--- config.mk ---
export PLATFORM = sky130hd
export DESIGN_NAME = dual_channel_moving_average_scaler_top
export DESIGN_NICKNAME = d
export VERILOG_FILES = /design/src/rtl/core/dcmas_pkg.sv /design/src/rtl/core/dual_channel_moving_average_scaler_top.sv
export SDC_FILE = /design/constraint.sdc
export NUM_CORES = 2
export LEC_CHECK = 0
export ABC_CLOCK_PERIOD_IN_PS = 22300
export BUFFER_PORTS_ARGS = -buffer_cell sky130_fd_sc_hd__buf_2
export CORE_UTILIZATION = 65
export CTS_CLUSTER_DIAMETER = 150
export DETAILED_ROUTE_END_ITERATION = 10
export PLACE_DENSITY_LB_ADDON = 0.25
export SYNTH_ARGS = -nofsm -noshare
export SYNTH_HDL_FRONTEND = slang
export SYNTH_SLANG_ARGS = --single-unit
--- constraint.sdc ---
create_clock -name clk -period 22.3 [get_ports clk]
set_clock_uncertainty 0.1 [all_clocks]
set_input_delay 1.115 -clock clk [delete_from_list [all_inputs] [get_ports clk]]
set_output_delay 1.115 -clock clk [all_outputs]
set_load 0.005 [all_outputs]
--- src/rtl/core/dcmas_pkg.sv ---
// ----------------------------------------------------------------------------
// dcmas_pkg
// Shared widths, presets and register indices for the dual-channel
// moving-average scaler.
// ----------------------------------------------------------------------------
package dcmas_pkg;

  localparam int SAMPLE_W    = 16;
  localparam int GAIN_W      = 16;
  localparam int SCALED_W    = 17;
  localparam int SCALE_SHIFT = 16;

  localparam int WINDOW_DEFAULT = 10;

  localparam logic [SAMPLE_W-1:0] TEMP_PRESET = 16'h66DB;
  localparam logic [SAMPLE_W-1:0] HUM_PRESET  = 16'h6076;

  localparam logic CH_TEMP = 1'b0;
  localparam logic CH_HUM  = 1'b1;

  localparam int CFG_W     = 16;
  localparam int CFG_IDX_W = 2;

  localparam logic [CFG_IDX_W-1:0] REG_TEMP_GAIN   = 2'd0;
  localparam logic [CFG_IDX_W-1:0] REG_TEMP_OFFSET = 2'd1;
  localparam logic [CFG_IDX_W-1:0] REG_HUM_GAIN    = 2'd2;

  localparam logic [GAIN_W-1:0] TEMP_GAIN_RESET   = 16'd175;
  localparam logic [GAIN_W-1:0] TEMP_OFFSET_RESET = 16'd45;
  localparam logic [GAIN_W-1:0] HUM_GAIN_RESET    = 16'd100;

endpackage

--- src/rtl/core/dual_channel_moving_average_scaler_top.sv ---
// ----------------------------------------------------------------------------
// dual_channel_moving_average_scaler_top
// Per-channel boxcar average of raw samples, linear scaling and running
// extremes of the scaled value.
//
//   channel   dir  handshake              payload
//   input     in   in_valid / in_ready    channel, sample
//   result    out  out_valid / out_ready  out_channel, mean_raw, scaled,
//                                         running_max, running_min
//   config    in   cfg_we (no wait)       cfg_index, cfg_data
//
// One transaction per cycle sustained while out_ready keeps the result side
// moving. From input acceptance to out_valid the sum register loads at
// acceptance, then the reciprocal divide, gain multiply and extreme update
// registers follow. Each stage holds only when the stage after it is full and
// stalled, so bubbles are squeezed out under a stalled output.
// rst is synchronous: windows reload their presets, extremes clear to zero
// and the gains and offset take their defaults.
// ----------------------------------------------------------------------------
module dual_channel_moving_average_scaler_top #(
  parameter int WINDOW = dcmas_pkg::WINDOW_DEFAULT
) (
  input  logic                                  clk,
  input  logic                                  rst,
  input  logic                                  in_valid,
  output logic                                  in_ready,
  input  logic                                  channel,
  input  logic        [dcmas_pkg::SAMPLE_W-1:0] sample,
  output logic                                  out_valid,
  input  logic                                  out_ready,
  output logic                                  out_channel,
  output logic        [dcmas_pkg::SAMPLE_W-1:0] mean_raw,
  output logic signed [dcmas_pkg::SCALED_W-1:0] scaled,
  output logic signed [dcmas_pkg::SCALED_W-1:0] running_max,
  output logic signed [dcmas_pkg::SCALED_W-1:0] running_min,
  input  logic                                  cfg_we,
  input  logic       [dcmas_pkg::CFG_IDX_W-1:0] cfg_index,
  input  logic           [dcmas_pkg::CFG_W-1:0] cfg_data
);

  localparam int SW        = dcmas_pkg::SAMPLE_W;
  localparam int GW        = dcmas_pkg::GAIN_W;
  localparam int QW        = dcmas_pkg::SCALED_W;
  localparam int SUM_W     = SW + $clog2(WINDOW);
  localparam int DIV_SHIFT = SUM_W + $clog2(WINDOW);
  localparam int MUL_W     = SUM_W + 2;
  localparam int PROD_W    = SUM_W + MUL_W;
  localparam int SCL_W     = SW + GW;

  localparam longint unsigned DivMulL =
    ((64'd1 << DIV_SHIFT) + 64'(WINDOW) - 64'd1) / 64'(WINDOW);
  localparam logic [MUL_W-1:0] DIV_MUL = MUL_W'(DivMulL);

  localparam logic [SUM_W-1:0] TEMP_SUM_RESET =
    SUM_W'(64'(WINDOW) * 64'(dcmas_pkg::TEMP_PRESET));
  localparam logic [SUM_W-1:0] HUM_SUM_RESET =
    SUM_W'(64'(WINDOW) * 64'(dcmas_pkg::HUM_PRESET));

  // configuration
  logic [GW-1:0] temp_gain;
  logic [GW-1:0] temp_offset;
  logic [GW-1:0] hum_gain;

  always_ff @(posedge clk) begin
    if (rst) begin
      temp_gain   <= dcmas_pkg::TEMP_GAIN_RESET;
      temp_offset <= dcmas_pkg::TEMP_OFFSET_RESET;
      hum_gain    <= dcmas_pkg::HUM_GAIN_RESET;
    end else if (cfg_we) begin
      case (cfg_index)
        dcmas_pkg::REG_TEMP_GAIN:   temp_gain   <= cfg_data;
        dcmas_pkg::REG_TEMP_OFFSET: temp_offset <= cfg_data;
        dcmas_pkg::REG_HUM_GAIN:    hum_gain    <= cfg_data;
        default: ;
      endcase
    end
  end

  // stage flow control
  logic v1, v2, v3;
  logic o_free, s3_free, s2_free, s1_free, accept;

  assign o_free  = !out_valid || out_ready;
  assign s3_free = !v3 || o_free;
  assign s2_free = !v2 || s3_free;
  assign s1_free = !v1 || s2_free;
  assign in_ready = s1_free;
  assign accept   = in_valid && s1_free;

  always_ff @(posedge clk) begin
    if (rst) begin
      v1        <= 1'b0;
      v2        <= 1'b0;
      v3        <= 1'b0;
      out_valid <= 1'b0;
    end else begin
      if (s1_free) v1 <= in_valid;
      if (s2_free) v2 <= v1;
      if (s3_free) v3 <= v2;
      if (o_free)  out_valid <= v3;
    end
  end

  // windows and running sums
  logic [SW-1:0]    temp_hist [WINDOW];
  logic [SW-1:0]    hum_hist  [WINDOW];
  logic [SUM_W-1:0] temp_sum;
  logic [SUM_W-1:0] hum_sum;
  logic [SUM_W-1:0] temp_sum_next;
  logic [SUM_W-1:0] hum_sum_next;

  assign temp_sum_next = temp_sum - SUM_W'(temp_hist[0]) + SUM_W'(sample);
  assign hum_sum_next  = hum_sum  - SUM_W'(hum_hist[0])  + SUM_W'(sample);

  always_ff @(posedge clk) begin
    if (rst) begin
      for (int i = 0; i < WINDOW; i++) begin
        temp_hist[i] <= dcmas_pkg::TEMP_PRESET;
        hum_hist[i]  <= dcmas_pkg::HUM_PRESET;
      end
      temp_sum <= TEMP_SUM_RESET;
      hum_sum  <= HUM_SUM_RESET;
    end else if (accept) begin
      if (channel == dcmas_pkg::CH_TEMP) begin
        for (int i = 0; i < WINDOW - 1; i++) temp_hist[i] <= temp_hist[i+1];
        temp_hist[WINDOW-1] <= sample;
        temp_sum <= temp_sum_next;
      end else begin
        for (int i = 0; i < WINDOW - 1; i++) hum_hist[i] <= hum_hist[i+1];
        hum_hist[WINDOW-1] <= sample;
        hum_sum <= hum_sum_next;
      end
    end
  end

  // stage 1: new window sum
  logic             s1_ch;
  logic [SUM_W-1:0] s1_sum;

  always_ff @(posedge clk) begin
    if (accept) begin
      s1_ch  <= channel;
      s1_sum <= (channel == dcmas_pkg::CH_TEMP) ? temp_sum_next : hum_sum_next;
    end
  end

  // stage 2: floor mean by reciprocal multiply
  logic [PROD_W-1:0] div_prod;
  logic              s2_ch;
  logic [SW-1:0]     s2_mean;

  assign div_prod = PROD_W'(s1_sum) * PROD_W'(DIV_MUL);

  always_ff @(posedge clk) begin
    if (v1 && s2_free) begin
      s2_ch   <= s1_ch;
      s2_mean <= div_prod[DIV_SHIFT +: SW];
    end
  end

  // stage 3: gain and offset
  logic [GW-1:0]        gain_sel;
  logic [GW-1:0]        offset_sel;
  logic [SCL_W-1:0]     scl_prod;
  logic signed [QW-1:0] scaled_next;
  logic                 s3_ch;
  logic [SW-1:0]        s3_mean;
  logic signed [QW-1:0] s3_scaled;

  assign gain_sel   = (s2_ch == dcmas_pkg::CH_TEMP) ? temp_gain : hum_gain;
  assign offset_sel = (s2_ch == dcmas_pkg::CH_TEMP) ? temp_offset : '0;
  assign scl_prod   = SCL_W'(s2_mean) * SCL_W'(gain_sel);
  assign scaled_next = $signed({1'b0, scl_prod[dcmas_pkg::SCALE_SHIFT +: SW]})
                     - $signed({1'b0, offset_sel});

  always_ff @(posedge clk) begin
    if (v2 && s3_free) begin
      s3_ch     <= s2_ch;
      s3_mean   <= s2_mean;
      s3_scaled <= scaled_next;
    end
  end

  // stage 4: extremes and result register
  logic signed [QW-1:0] temp_peak, temp_floor, hum_peak, hum_floor;
  logic signed [QW-1:0] peak_cur, floor_cur, peak_next, floor_next;

  assign peak_cur   = (s3_ch == dcmas_pkg::CH_TEMP) ? temp_peak : hum_peak;
  assign floor_cur  = (s3_ch == dcmas_pkg::CH_TEMP) ? temp_floor : hum_floor;
  assign peak_next  = (peak_cur < s3_scaled) ? s3_scaled : peak_cur;
  assign floor_next = (floor_cur > s3_scaled) ? s3_scaled : floor_cur;

  always_ff @(posedge clk) begin
    if (rst) begin
      temp_peak  <= '0;
      temp_floor <= '0;
      hum_peak   <= '0;
      hum_floor  <= '0;
    end else if (v3 && o_free) begin
      if (s3_ch == dcmas_pkg::CH_TEMP) begin
        temp_peak  <= peak_next;
        temp_floor <= floor_next;
      end else begin
        hum_peak   <= peak_next;
        hum_floor  <= floor_next;
      end
    end
  end

  always_ff @(posedge clk) begin
    if (v3 && o_free) begin
      out_channel <= s3_ch;
      mean_raw    <= s3_mean;
      scaled      <= s3_scaled;
      running_max <= peak_next;
      running_min <= floor_next;
    end
  end

  // checks
  a_max_covers: assert property (@(posedge clk) disable iff (rst)
    out_valid |-> (running_max >= scaled) && (running_max >= 0))
    else $error("running_max below scaled value or zero");

  a_min_covers: assert property (@(posedge clk) disable iff (rst)
    out_valid |-> (running_min <= scaled) && (running_min <= 0))
    else $error("running_min above scaled value or zero");

  a_hum_positive: assert property (@(posedge clk) disable iff (rst)
    (out_valid && out_channel == dcmas_pkg::CH_HUM) |-> !scaled[QW-1])
    else $error("humidity scaled value negative");

  a_accept_fills: assert property (@(posedge clk) disable iff (rst)
    accept |=> v1)
    else $error("accepted transaction lost at first stage");

endmodule

==> impl_results.md <==
- Final hold vios: 0
- Sequential fraction of the synthesis area: about two fifths
- Tmin final: approximately 8700 ps
- Io pins: 110
- Clk_lat worst skew: around 610 ps
- Mean number of vias per cell: approximately 5.7
- Pin count of the biggest net entering global routing: 117
- Initial antenna violation count: 1
- Required time worst endpoint: ~23,000 ps
- CTS tree: yes
- Chip height: roughly 260 um
- Ys flop type: edfxtp_1
- DRT Pass-1 Iters: 5
- Most common cell in the netlist: inv_1
- Vias in the first global route: 27,300
- GPL Wtd Cong: slightly above 0.9
- EDFF count, synth: 460
- Crit share post-route: 39.2%
- Total clock sinks: 620
- Inst Count DP: 4,617
- Ant diodes: 0
- GRT Util Overall: between 20% and 30%
- Post-synth top area cell: edfxtp_1
- RSZ-0062 raised after global routing: no
- Final HPWL DP: 62,700 um
- First-pass GRT wire length: 143,000 um
- Post-CTS Hold Buffers: 0
- Antenna viol nets, final: 0
- Core area: roughly 63,000 um^2
- Net Count, Synth: around 4,600
- Commonest cells post-synth: inv_1 (631), edfxtp_1 (460), ha_1 (383), nand2_1 (383), fa_1 (365)
- Synth async-reset ratio: 0%
- CP endpoint kind: register
- Final worst slack: between 10,000 and 15,000 ps
- DIE AREA: about 65,000 um^2
- Fmax: between 100 and 150 MHz
- Reg area: 17,000 um^2
- Starting Density: roughly two thirds
- Max Cap Viol: 0
- Area grow syn2layout: 8.04%
- Final WL: roughly 88,000 um
- Worst path max stage delay: about 580 ps
- Setup CP Type: reg2reg
- Post-synth cell types: 64
- CP arrival: ~9000 ps
- Multi-input gate area: ~22,000 um^2
- Slew headroom: a little under a fifth
- Nets: roughly 4,600
- Place WS: 13,710 ps
- Die width: 256 um
- Setup tns final: 0 ps
- Cells after synthesis: about 3,800
- Max-slew violation count: 0
- H-tree depth: 3
- Fill cells: 4,485
- Crit-path max FO: 33
- CTS buffer count: 66
- DR iter-0 viols: around 2,000
- Synth Register Bits: 620
- Worst-path clk slew: approximately 60 ps
- Hold crit path type: reg2reg
- CP Launch Type: register
- Non-filler cells, final: approximately 4,700
- Yosys top cell area share: 33.0%
- Final setup fails: 0
- DRC: 0
- Post-cts sizing count: 0
- Post-CTS Setup Bufs: 0
- Synth warn: 0
- GR Overflow Total: 0
- Layout cells sized above 1: 7.84%
- CP dominant cell by count: fa_1
- Synthesized area: about 42,000 um^2
- Routed vias: around 27,000
- Ranking of synthesized cells by area: edfxtp_1 (33%), fa_1 (17%), ha_1 (11%)
- WL per Instance: 18.6 um
- PortBufs: about 110
- CTS max path bufs: 3
- Row cnt: between 90 and 100
- Syn avg cell area: about 11 um^2
- Root Buffer Master: clkbuf_16
- Worst path slowest cell: fa_1
- Status: finished clean
- Slew @ Worst Pin: 1230 ps
state kept, by name, indices dropped and copies added, names as in the netlist, 17 cells and up:
name         flops
hum_floor       17
hum_hist       160
hum_peak        17
hum_sum         20
running_max     17
running_min     17
s1_sum          20
s3_scaled       17
scaled          17
temp_floor      17
temp_hist      160
temp_peak       17
temp_sum        20
cell type report:
type,instances,share of cell area [%]
Multi-Input combinational cell,2386,48.5
Sequential cell,620,37.6
Inverter,631,5.25
Clock buffer,91,3.97
Tap cell,846,2.34
Timing Repair Buffer,134,1.63
Clock inverter,30,0.678
critical path, delay by kind of cell, from the launching register on:
| family | cells | cell delay (ps) |
|---|---|---|
| AO/OA/AOI/OAI | 9 | 2140 |
| flip-flops | 1 | 320 |
| multiplexers | 1 | 460 |
| AND/OR/NAND/NOR | 4 | 860 |
| adder cells (fa/ha/maj) | 8 | 3640 |
| buffers and inverters | 6 | 610 |
| XOR/XNOR | 2 | 320 |
path summary, 6_finish.rpt:
| check | from | end | slack [ps] | cells after the start |
|---|---|---|---|---|
| setup / recovery | s2_ch | s3_scaled[15] | 13570 | 30 |
| hold / removal | s3_mean[1] | mean_raw[1] | 310 | 0 |
| setup reg to reg | s2_ch | s3_scaled[15] | 13570 | 30 |
| hold reg to reg | s3_mean[1] | mean_raw[1] | 310 | 0 |
placed cells by master, fill, tap and decap left out, types with 60 or more instances in the layout:
| master | count |
|---|---|
| a21oi_1 | 132 |
| and2_1 | 75 |
| and3_1 | 141 |
| buf_2 | 108 |
| clkbuf_16 | 67 |
| dfxtp_1 | 160 |
| edfxtp_1 | 460 |
| fa_1 | 365 |
| ha_1 | 383 |
| inv_1 | 629 |
| mux2_2 | 60 |
| mux2i_1 | 78 |
| nand2_1 | 380 |
| nor2_1 | 127 |
| nor2b_1 | 61 |
| or3_1 | 160 |
routing by layer:
metal	up-vias	routed length (um)	GRT usage [%]
met5	-	0	0
met4	0	2710	9.05
met3	169	4650	3.62
met2	762	42900	45.5
met1	13300	37700	37.8
li1	12700	-	-
per-stage QoR:
stage | utilization, % | hold slack [ps] | cell area [um^2]
3_5_place_dp | 68.1 | 305 | 43100
4_1_cts | 71.4 | 316 | 45200
2_1_floorplan | - | 300 | 41900
3_3_place_gp | 68.1 | 301 | 43100
5_1_grt | 71.4 | 323 | 45200
6_report | 71.4 | 313 | 45200
logic make-up after synthesis:
| kind of cell | synth area share (%) |
|---|---|
| XOR/XNOR | 1.74 |
| AO/OA/AOI/OAI | 5.17 |
| AND/OR/NAND/NOR | 12.7 |
| multiplexers | 3.72 |
| adder cells (fa/ha/maj) | 28.9 |
| buffers and inverters | 7.11 |
| flip-flops | 40.6 |
Power is not shown: default switching activity piles up to over one toggle a cycle in this logic, so the estimate is an artifact.
